$ cat config.mk
export PLATFORM = sky130hd
export DESIGN_NAME = block_cyclic_task_index_map
export DESIGN_NICKNAME = d
export VERILOG_FILES = /design/src/design/bctim_pkg.sv /design/src/design/block_cyclic_task_index_map.sv
export VERILOG_INCLUDE_DIRS = /design/src /design/src/design
export SDC_FILE = /design/constraint.sdc
export NUM_CORES = 2
export LEC_CHECK = 0
export BUFFER_PORTS_ARGS = -buffer_cell sky130_fd_sc_hd__buf_2
export CAP_MARGIN = 10
export CORE_ASPECT_RATIO = 0.8
export CORE_MARGIN = 1
export CORE_UTILIZATION = 40
export CTS_BUF_LIST = sky130_fd_sc_hd__clkbuf_8
export DETAILED_ROUTE_END_ITERATION = 10
export SETUP_SLACK_MARGIN = 0.3
export SLEW_MARGIN = 20
export SYNTH_ARGS = -nofsm -noshare
export SYNTH_HDL_FRONTEND = slang
export SYNTH_SLANG_ARGS = --single-unit
$ cat constraint.sdc
create_clock -name i_clk -period 25.4 [get_ports i_clk]
set_input_delay 5.08 -clock i_clk [delete_from_list [all_inputs] [get_ports i_clk]]
set_output_delay 5.08 -clock i_clk [all_outputs]
set_load 0.005 [all_outputs]
$ cat src/design/block_cyclic_task_index_map_macros.svh
// assertion macros shared by the index map rtl
`ifndef BLOCK_CYCLIC_TASK_INDEX_MAP_MACROS_SVH
`define BLOCK_CYCLIC_TASK_INDEX_MAP_MACROS_SVH

// condition implies consequence in the same cycle
`define BCTIM_ASSERT_SAME(label, clk, rst_n, cond, cons) \
    label: assert property (@(posedge clk) disable iff (!rst_n) (cond) |-> (cons)) \
        else $error("same-cycle check failed");

// condition implies consequence in the next cycle
`define BCTIM_ASSERT_NEXT(label, clk, rst_n, cond, cons) \
    label: assert property (@(posedge clk) disable iff (!rst_n) (cond) |=> (cons)) \
        else $error("next-cycle check failed");

`endif

$ cat src/design/bctim_pkg.sv
// shared constants for the block cyclic task index map
package bctim_pkg;

    localparam int INDEX_BITS_DEF = 16;
    localparam int RANK_BITS_DEF  = 12;
    localparam int ORD_BITS       = 32;
    localparam int CFG_DATA_BITS  = 32;
    localparam int CFG_ADDR_BITS  = 3;

    localparam logic [CFG_ADDR_BITS-1:0] REG_FIRST_START  = 3'd0;
    localparam logic [CFG_ADDR_BITS-1:0] REG_FIRST_END    = 3'd1;
    localparam logic [CFG_ADDR_BITS-1:0] REG_SECOND_START = 3'd2;
    localparam logic [CFG_ADDR_BITS-1:0] REG_SECOND_END   = 3'd3;
    localparam logic [CFG_ADDR_BITS-1:0] REG_WORKER_RANK  = 3'd4;
    localparam logic [CFG_ADDR_BITS-1:0] REG_WORKER_TOTAL = 3'd5;
    localparam logic [CFG_ADDR_BITS-1:0] REG_CONTIGUOUS   = 3'd6;
    localparam logic [CFG_ADDR_BITS-1:0] REG_FIRST_FAST   = 3'd7;

endpackage

$ cat src/design/block_cyclic_task_index_map.sv
// block cyclic task index map: local task ordinal to global index pair
//
// usage
//  - configuration: write registers over i_cfg_* (index, data); o_cfg_ready is always high.
//    after reset and after every write a setup sequencer rebuilds the range lengths,
//    task count and block base; s_axis_tready is low while it runs
//  - input: one 32-bit task ordinal per transfer on s_axis_*
//  - output: one result per input on m_axis_* with the indices, a valid flag and the
//    task count of this worker; indices read zero when the flag is low
//  - each result passes the input register, the divider stages and the output register
//  - throughput: one item per cycle while the output is not stalled and no setup runs; the
//    quotient and remainder come from a pipelined restoring divider, one quotient bit per stage, INDEX_BITS stages
//  - a stall on m_axis_tready freezes the whole pipeline; nothing is lost or repeated
//  - reset (synchronous, active low) restores the register defaults and empties the pipe
`include "block_cyclic_task_index_map_macros.svh"

module block_cyclic_task_index_map #(
    parameter int INDEX_BITS = bctim_pkg::INDEX_BITS_DEF,
    parameter int RANK_BITS  = bctim_pkg::RANK_BITS_DEF
) (
    input  logic                                 i_clk,
    input  logic                                 i_rst_n,
    input  logic                                 i_cfg_valid,
    output logic                                 o_cfg_ready,
    input  logic [bctim_pkg::CFG_ADDR_BITS-1:0]  i_cfg_addr,
    input  logic [bctim_pkg::CFG_DATA_BITS-1:0]  i_cfg_data,
    input  logic                                 s_axis_tvalid,
    output logic                                 s_axis_tready,
    // task_ordinal
    input  logic [bctim_pkg::ORD_BITS-1:0]       s_axis_tdata,
    output logic                                 m_axis_tvalid,
    input  logic                                 m_axis_tready,
    // first_index, second_index, valid_res, local_count, zero pad
    output logic [((4*INDEX_BITS+1+7)/8)*8-1:0]  m_axis_tdata
);

    localparam int W      = INDEX_BITS;
    localparam int CW     = 2 * INDEX_BITS;
    localparam int TW     = RANK_BITS + 1;
    localparam int OB     = bctim_pkg::ORD_BITS;
    localparam int OW     = (CW > OB) ? CW : OB;
    localparam int OUT_W  = ((4*INDEX_BITS+1+7)/8)*8;
    localparam int CNT_W  = $clog2(CW);
    localparam logic [CNT_W-1:0] CNT_LAST = CNT_W'(CW - 1);

    typedef enum logic [1:0] {S_MUL, S_DIV, S_FIN, S_BASE} t_setup;
    // S_BASE returns to run state via r_busy
    t_setup r_state;
    logic   r_busy;

    logic [W-1:0]  r_fs, r_fe, r_ss, r_se;
    logic [RANK_BITS-1:0] r_rank;
    logic [TW-1:0] r_total;
    logic          r_contig, r_ffast;

    logic [CW-1:0]    r_num;
    logic [TW-1:0]    r_rem;
    logic [CNT_W-1:0] r_cnt;
    logic [W-1:0]     r_dv;
    logic             r_nz;
    logic [CW-1:0]    r_count;
    logic [CW-1:0]    r_base;

    logic [W-1:0]  w_d1, w_d2;
    logic [TW-1:0] w_workers;
    logic [TW:0]   w_t;
    logic          w_ge;
    logic [CW+RANK_BITS-1:0] w_nprod;
    logic [TW-1:0] w_rank_x;
    logic          w_rank_ok, w_extra;
    logic [TW-1:0] w_min;

    assign o_cfg_ready = 1'b1;
    assign w_d1 = (r_fe > r_fs) ? r_fe - r_fs : '0;
    assign w_d2 = (r_se > r_ss) ? r_se - r_ss : '0;
    assign w_workers = (r_total == '0) ? TW'(1) : r_total;
    assign w_t  = {r_rem, r_num[CW-1]};
    assign w_ge = w_t >= {1'b0, w_workers};
    assign w_nprod = {{RANK_BITS{1'b0}}, r_num} * {{CW{1'b0}}, r_rank};
    assign w_rank_x  = {1'b0, r_rank};
    assign w_rank_ok = w_rank_x < w_workers;
    assign w_extra   = w_rank_x < r_rem;
    assign w_min     = (r_rem < w_rank_x) ? r_rem : w_rank_x;

    // config registers and setup sequencer
    always_ff @(posedge i_clk) begin
        if (!i_rst_n) begin
            r_fs     <= '0;
            r_fe     <= '0;
            r_ss     <= '0;
            r_se     <= W'(1);
            r_rank   <= '0;
            r_total  <= TW'(1);
            r_contig <= 1'b1;
            r_ffast  <= 1'b1;
            r_state  <= S_MUL;
            r_busy   <= 1'b1;
        end else if (i_cfg_valid && o_cfg_ready) begin
            case (i_cfg_addr)
                bctim_pkg::REG_FIRST_START:  r_fs     <= i_cfg_data[W-1:0];
                bctim_pkg::REG_FIRST_END:    r_fe     <= i_cfg_data[W-1:0];
                bctim_pkg::REG_SECOND_START: r_ss     <= i_cfg_data[W-1:0];
                bctim_pkg::REG_SECOND_END:   r_se     <= i_cfg_data[W-1:0];
                bctim_pkg::REG_WORKER_RANK:  r_rank   <= i_cfg_data[RANK_BITS-1:0];
                bctim_pkg::REG_WORKER_TOTAL: r_total  <= i_cfg_data[TW-1:0];
                bctim_pkg::REG_CONTIGUOUS:   r_contig <= i_cfg_data[0];
                bctim_pkg::REG_FIRST_FAST:   r_ffast  <= i_cfg_data[0];
                default: ;
            endcase
            r_state <= S_MUL;
            r_busy  <= 1'b1;
        end else if (r_busy) begin
            unique case (r_state)
                S_MUL: begin
                    r_num   <= {{W{1'b0}}, w_d1} * {{W{1'b0}}, w_d2};
                    r_dv    <= r_ffast ? w_d1 : w_d2;
                    r_nz    <= (w_d1 != '0) && (w_d2 != '0);
                    r_rem   <= '0;
                    r_cnt   <= '0;
                    r_state <= S_DIV;
                end
                S_DIV: begin
                    r_rem <= w_ge ? TW'(w_t - {1'b0, w_workers}) : w_t[TW-1:0];
                    r_num <= {r_num[CW-2:0], w_ge};
                    r_cnt <= r_cnt + CNT_W'(1);
                    if (r_cnt == CNT_LAST) begin
                        r_state <= S_FIN;
                    end
                end
                S_FIN: begin
                    // quotient in r_num, remainder in r_rem
                    r_count <= (r_nz && w_rank_ok) ? r_num + CW'(w_extra) : '0;
                    r_base  <= w_nprod[CW-1:0];
                    r_state <= S_BASE;
                end
                S_BASE: begin
                    r_base  <= r_base + CW'(w_min);
                    r_state <= S_MUL;
                    r_busy  <= 1'b0;
                end
            endcase
        end
    end

    // item pipeline
    logic          w_en, w_acc;
    logic          r_v [0:W+1];
    logic          r_ok [0:W];
    logic [W-1:0]  r_rp [0:W];
    logic [W-1:0]  r_lp [0:W];
    logic [W-1:0]  r_fi, r_si;
    logic          r_ok_o;

    logic [OW-1:0]    w_ord_x;
    logic [CW-1:0]    w_id;
    logic [TW+OB-1:0] w_sprod;

    assign w_en  = !r_v[W+1] || m_axis_tready;
    assign s_axis_tready = w_en && !r_busy;
    assign w_acc = s_axis_tvalid && s_axis_tready;
    assign w_ord_x = OW'(s_axis_tdata);
    assign w_sprod = {{OB{1'b0}}, w_workers} * {{TW{1'b0}}, s_axis_tdata}
                   + (TW+OB)'(r_rank);
    assign w_id = r_contig ? CW'(w_ord_x + OW'(r_base)) : CW'(w_sprod);

    always_ff @(posedge i_clk) begin
        if (!i_rst_n) begin
            r_v[0] <= 1'b0;
        end else if (w_en) begin
            r_v[0] <= w_acc;
        end
    end

    always_ff @(posedge i_clk) begin
        if (w_en) begin
            r_ok[0] <= w_ord_x < OW'(r_count);
            r_rp[0] <= w_id[CW-1:W];
            r_lp[0] <= w_id[W-1:0];
        end
    end

    for (genvar k = 1; k <= W; k++) begin : g_div
        logic [W:0] w_st;
        logic       w_sge;
        assign w_st  = {r_rp[k-1], r_lp[k-1][W-1]};
        assign w_sge = w_st >= {1'b0, r_dv};

        always_ff @(posedge i_clk) begin
            if (!i_rst_n) begin
                r_v[k] <= 1'b0;
            end else if (w_en) begin
                r_v[k] <= r_v[k-1];
            end
        end

        always_ff @(posedge i_clk) begin
            if (w_en) begin
                r_ok[k] <= r_ok[k-1];
                r_rp[k] <= w_sge ? W'(w_st - {1'b0, r_dv}) : w_st[W-1:0];
                if (W > 1) begin
                    r_lp[k] <= {r_lp[k-1][W-2:0], w_sge};
                end else begin
                    r_lp[k] <= W'(w_sge);
                end
            end
        end
    end

    // remainder in r_rp, quotient in r_lp
    always_ff @(posedge i_clk) begin
        if (!i_rst_n) begin
            r_v[W+1] <= 1'b0;
        end else if (w_en) begin
            r_v[W+1] <= r_v[W];
        end
    end

    always_ff @(posedge i_clk) begin
        if (w_en) begin
            r_ok_o <= r_ok[W];
            if (!r_ok[W]) begin
                r_fi <= '0;
                r_si <= '0;
            end else if (r_ffast) begin
                r_fi <= r_fs + r_rp[W];
                r_si <= r_ss + r_lp[W];
            end else begin
                r_fi <= r_fs + r_lp[W];
                r_si <= r_ss + r_rp[W];
            end
        end
    end

    assign m_axis_tvalid = r_v[W+1];
    assign m_axis_tdata  = {{(OUT_W-4*W-1){1'b0}}, r_count, r_ok_o, r_si, r_fi};

    `BCTIM_ASSERT_SAME(a_no_take_in_setup, i_clk, i_rst_n, r_busy, !s_axis_tready)
    `BCTIM_ASSERT_NEXT(a_div_to_fin, i_clk, i_rst_n,
        r_busy && !i_cfg_valid && r_state == S_DIV && r_cnt == CNT_LAST, r_state == S_FIN)
    `BCTIM_ASSERT_SAME(a_invalid_zero, i_clk, i_rst_n, r_v[W+1] && !r_ok_o,
        r_fi == '0 && r_si == '0)

endmodule

# Word level (Yosys, flattened, before mapping)
# Memories as Yosys holds them, arrays and structs flattened.
# Cells that the tools add are included.
# classes
bitwise_logic	20
mul	3
n_reduce_logical	28
eq_ne	12
n_shift	0
order_cmp	23
div_mod_pow	0
addsub	28
muxes	56
# op_table
op	n
$mux W16	21
$sub A16 B16 Y16	18
$ge A17 B16 Y1	16
$pmux W32 S2	2
$add A16 B16 Y16	4
$mux W13	3
$add A32 B1 Y32	1
$add A32 B12 Y32	1
$add A32 B13 Y32	1
$add A32 B32 Y32	1
$gt A16 B16 Y1	2
$lt A32 B32 Y1	1
$mul A13 B32 Y32	1
$mul A16 B16 Y32	1
$mul A32 B12 Y32	1
$mux W32	1
$reduce_bool A16 Y1	2
$lt A12 B13 Y1	2
$pmux W13 S2	1
$mux W1	25
$or A1 B1 Y1	18
$reduce_and A2 Y1	9
$reduce_and A4 Y1	4
$ge A14 B13 Y1	1
22 further kinds	33
# totals
rom_bits	0
latch_bits	0
out_inout_bits	75
ram_bits	579
inputBits	72
n_memories	4
elab_cells	194
register_bits	258
# mem_list
name	words	word_bits	rd	rd_clocked_by_memory_dff	write_ports	line	text
r_lp	17	16	17	0	17	block_cyclic_task_index_map.sv:150	logic [W-1:0] r_lp [0:W];
r_rp	17	16	17	0	17	block_cyclic_task_index_map.sv:149	logic [W-1:0] r_rp [0:W];
r_v	18	1	18	0	18	block_cyclic_task_index_map.sv:147	logic r_v [0:W+1];
r_ok	17	1	17	0	17	block_cyclic_task_index_map.sv:148	logic r_ok [0:W];

# Depth between registers and ports, before layout
# An unclocked memory read counts as a cell.
# logic_depth
word_depth	7
ltp_mapped	36

# Worst setup path before layout
# No wires, ideal clock.
# synth_path
path_kind	input-to-reg
startpoint	input port m_axis_tready
endpoint	memory r_v[1][0] (netlist: r_v[0][1]), data pin
cell_stages	4
setup_slack_ns	2.469
arrival_time_ns	22.677
path_cell_list	nor2b_1 -> inv_1 -> clkbuf_1 -> and3_1
# synth_lines
item	line	text
from (decl)	block_cyclic_task_index_map.sv:32	input logic m_axis_tready,
to (decl)	block_cyclic_task_index_map.sv:147	

==> out/results.txt <==
The tools report the sort of element at the end of the critical path as a flip-flop. The wire-length estimate of the detail-placed layout is 161 mm. Yosys attributes the largest share of cell area to sky130_fd_sc_hd__edfxtp_1 (29%), sky130_fd_sc_hd__fa_1 (19%), sky130_fd_sc_hd__ha_1 (11%). The kind of critical path is primary input to flip-flop. In this run the static leakage power is 35.8 nW. Max-cap violations in this run came to 0. The number of iterations in the first detailed-routing pass was 6; the async set or reset register ratio after synthesis was 0. The H-tree depth was 4; the post-route total power was 6.83 mW. Launch point of the worst hold path: r_lp[0][26].

In this run, post-CTS hold repair placed 0 buffers. At the end of routability-driven placement, the weighted congestion stood at 0.924. Data arrives at the worst endpoint at 12.04 ns.

The number of vias per cell after detailed routing was 5.43; the largest net degree at the start of global routing was 176. The multi-input combinational cells in the finished layout cover a total of 49200 um^2. For this run, the top clock speed supported by timing is 0.0866 GHz. The final max-slew violation count was 0; the share of the core filled with cells was 0.436.

The origin of the critical flop-to-flop path was r_ss[0]. Pin placement for this block handled 147 I/O pins. The minimum setup slack in the final design was 13.85 ns. The residual overflow from global routing was 0; the number of rows in the core area was 144. In this run the worst path has a maximum fanout of 15. The unique cell type count in the Yosys netlist came out at 99. The tools report the aggregate global-route resource usage as 0.220. Area fraction in and, or, nand and nor cells after synthesis: 0.151. The wire length of the first global-routing pass was 334 mm; the total of flip-flops plus latches after synthesis was 837. Adding up every negative setup slack in the final design gives 0 ns. The width of the chip works out to 495 um. The flow ran to the end, and the final reports show no timing, DRC or antenna violations.

The combinational family with the most area after synthesis was adder cells. The worst-case IR drop observed on VDD is 0.0469 mV. The region available for standard cell placement spans 193000 um^2. The tools report the post-detailed-routing wire length as 215 mm. For the starting DRC count in detailed routing, the log shows 4336.

For this design, the sink count on the clock tree is 837. Prior to clock tree synthesis, the placed netlist has a worst setup slack of 13.22 ns. After detailed placement, the total cell area comes to 81200 um^2. The quantity of I/O buffers inserted on ports is 122, and the transition time at the pin with the least slew margin is 1.11 ns. The commonest register cell after synthesis was sky130_fd_sc_hd__edfxtp_1. For the setup clock skew after layout, the log shows 0.0620 ns. The tree is rooted in a sky130_fd_sc_hd__clkbuf_8. The starting utilization of the core area is 0.404.

The mapped netlist covers 77900 um^2. The clock passes through at most 3 buffers. After routing the design area is 84100 um^2. The power per standard cell area is 81.3 nW/um^2. The synthesized design spends more area on one cell type than any other, namely sky130_fd_sc_hd__edfxtp_1. Dividing the synthesized area by the synthesized cell count gives 9.84 um^2. The compound-cell area share of the yosys netlist works out to 0.101. For the initial antenna violation count, the log shows 25. The die area came out at 197000 um^2.

During synthesis, Yosys emitted a total of 0 warnings. The tightest slew margin relative to the limit is 0.259. Setup violations remaining at the end of the flow were counted as 0. The worst register-to-register path has a setup slack of 15.93 ns. The routed layout has 57800 vias. The portion of synthesized cell area occupied by the leading cell type was 0.286. By count the netlist is led by sky130_fd_sc_hd__nand2_1 (1119), sky130_fd_sc_hd__inv_1 (917), sky130_fd_sc_hd__edfxtp_1 (742).

The net count of the finished layout is 9433. In the routed design, unresolved DRC markers number 0. The sequential cells in the finished layout cover a total of 24200 um^2. The share of final-layout standard cells stronger than drive strength 1 came out at 0.0815. TritonCTS built the clock tree.

The run gives 25.90 ns as the data required time at the worst endpoint. Adder and majority gate portion of the synthesized area: 0.293. The number of gates resized after CTS was 0. The average wire per standard cell is 20.2 um. The run gives 137 as the number of CTS-inserted buffers. The logs give 0.310 for the part of the Yosys area used for sequential elements and 7919 for the number of instances in the synthesized netlist. The share of cell area taken by muxes after synthesis works out to 0.0354. The layout has 18500 filler cells.

The detail route stage leaves a number of antenna-violating nets equal to 0. The clock-pin slew on the worst setup and hold paths was 0.07 ns; the number of flops mapped to enable cells by yosys was 742. Class of the most critical hold timing path: flip-flop to flip-flop. The die is 397 um tall. The post-synthesis share of cell area spent on xor and xnor gates is 0.0496, and the count of final hold-check violations is 0.

The most critical setup path has its startpoint at s_axis_tdata[5]. For the worst-skew pair, the clock arrives at the later sink with an insertion delay of 0.88 ns. The number of global-route vias before repair was 57500. Setup repair after global routing left no endpoint under its margin.

In the post-synthesis netlist, the cell with the most instances is sky130_fd_sc_hd__nand2_1. The fraction of the cycle the final worst path needs came out at 0.455. The clock period minus worst slack is 11.55 ns.

STA classifies the critical path startpoint as a primary input. Area growth from synthesis to layout: 7.91%. The number of setup buffers added after CTS is 0.
## final timing paths
path / to / cells past startpoint
worst max-delay path: r_rp[0][14] / 21
worst min-delay path: r_lp[0][43] / 0
worst min register to register: r_lp[0][43] / 0
worst max register to register: r_num[31] / 29
## critical path: stages
cell,delay [ns]
sky130_fd_sc_hd__buf_2,0.40
sky130_fd_sc_hd__nand2_1,0.16
sky130_fd_sc_hd__fa_1,0.57
sky130_fd_sc_hd__inv_1,0.05
sky130_fd_sc_hd__fa_1,0.49
sky130_fd_sc_hd__inv_1,0.05
sky130_fd_sc_hd__fa_1,0.48
sky130_fd_sc_hd__inv_1,0.06
sky130_fd_sc_hd__fa_1,0.51
sky130_fd_sc_hd__fa_1,0.60
sky130_fd_sc_hd__fa_1,0.43
sky130_fd_sc_hd__ha_1,0.42
sky130_fd_sc_hd__nand3_1,0.17
sky130_fd_sc_hd__nor2_1,0.16
sky130_fd_sc_hd__a311o_1,0.23
sky130_fd_sc_hd__nor3b_1,0.40
sky130_fd_sc_hd__o21ai_0,0.19
sky130_fd_sc_hd__a31o_2,0.26
sky130_fd_sc_hd__o21ai_0,0.18
sky130_fd_sc_hd__mux2_2,0.35
sky130_fd_sc_hd__nor3_1,0.78
## report_power, final
group          total [mW]  switching, mW  internal [mW]
Sequential           2.35          0.252           2.10
Combinational        3.25           1.81           1.44
Clock                1.22          0.608          0.617
## through the flow
stage	hold slack [ns]	instances
2_1_floorplan	0.400	7926
3_3_place_gp	0.401	10400
3_5_place_dp	0.405	10400
4_1_cts	0.374	10600
5_1_grt	0.376	10600
6_report	0.383	10600
## per-layer routing
layer,global-route usage,wire [um],vias to the layer above
met5,0,15,-
met4,0.0836,7720,2
met3,0.0382,14200,343
met2,0.334,94800,1782
met1,0.312,98500,28700
li1,-,-,27000
## flip-flops by register name, summed over array words and instances, names as in the netlist, 2 cells and up
register  flops
r_rem        13
r_ss         16
r_base       32
r_ok         17
r_num        32
r_fi         16
r_dv         16
r_si         16
r_fe         16
r_cnt         5
r_state       2
r_total      13
r_lp        272
r_rp        272
r_fs         16
r_count      32
r_se         16
r_v          18
r_rank       12
## placed cells by master (no fill, tap or decap), types with 27 or more instances in the layout
| master | instances |
|---|---|
| sky130_fd_sc_hd__a211oi_1 | 41 |
| sky130_fd_sc_hd__a21boi_0 | 99 |
| sky130_fd_sc_hd__a21o_1 | 119 |
| sky130_fd_sc_hd__a21oi_1 | 350 |
| sky130_fd_sc_hd__a31oi_1 | 32 |
| sky130_fd_sc_hd__and2_1 | 169 |
| sky130_fd_sc_hd__and3_1 | 76 |
| sky130_fd_sc_hd__buf_2 | 122 |
| sky130_fd_sc_hd__buf_4 | 75 |
| sky130_fd_sc_hd__clkbuf_8 | 146 |
| sky130_fd_sc_hd__clkinv_1 | 32 |
| sky130_fd_sc_hd__dfxtp_1 | 93 |
| sky130_fd_sc_hd__edfxtp_1 | 742 |
| sky130_fd_sc_hd__fa_1 | 721 |
| sky130_fd_sc_hd__ha_1 | 668 |
| sky130_fd_sc_hd__inv_1 | 952 |
| sky130_fd_sc_hd__mux2_2 | 198 |
| sky130_fd_sc_hd__mux2i_1 | 53 |
| sky130_fd_sc_hd__nand2_1 | 1119 |
| sky130_fd_sc_hd__nand2b_1 | 50 |
| sky130_fd_sc_hd__nand3_1 | 130 |
| sky130_fd_sc_hd__nand4_1 | 79 |
| sky130_fd_sc_hd__nor2_1 | 511 |
| sky130_fd_sc_hd__nor2b_1 | 122 |
| sky130_fd_sc_hd__nor3_1 | 154 |
| sky130_fd_sc_hd__o211ai_1 | 40 |
| sky130_fd_sc_hd__o21a_1 | 64 |
| sky130_fd_sc_hd__o21ai_0 | 220 |
| sky130_fd_sc_hd__o21bai_1 | 27 |
| sky130_fd_sc_hd__or3_1 | 55 |
| sky130_fd_sc_hd__xnor2_1 | 288 |
| sky130_fd_sc_hd__xor2_1 | 151 |
## cells by family after synthesis
| kind of cell | Yosys count |
|---|---|
| multiplexers | 251 |
| AND/OR/NAND/NOR | 2569 |
| XOR/XNOR | 440 |
| adder cells (fa/ha/maj) | 1390 |
| AO/OA/AOI/OAI | 1217 |
| flip-flops | 837 |
| other | 2 |
| buffers and inverters | 1213 |
## final cells by class
| class | count | area share |
|---|---|---|
| Antenna cell | 11 | 0.000327 |
| Clock buffer | 146 | 0.0239 |
| Clock inverter | 105 | 0.00902 |
| Inverter | 919 | 0.0411 |
| Multi-Input combinational cell | 5876 | 0.585 |
| Sequential cell | 837 | 0.288 |
| Tap cell | 2555 | 0.0380 |
| Timing Repair Buffer | 200 | 0.0145 |
Power figures use the tool's default switching activity.
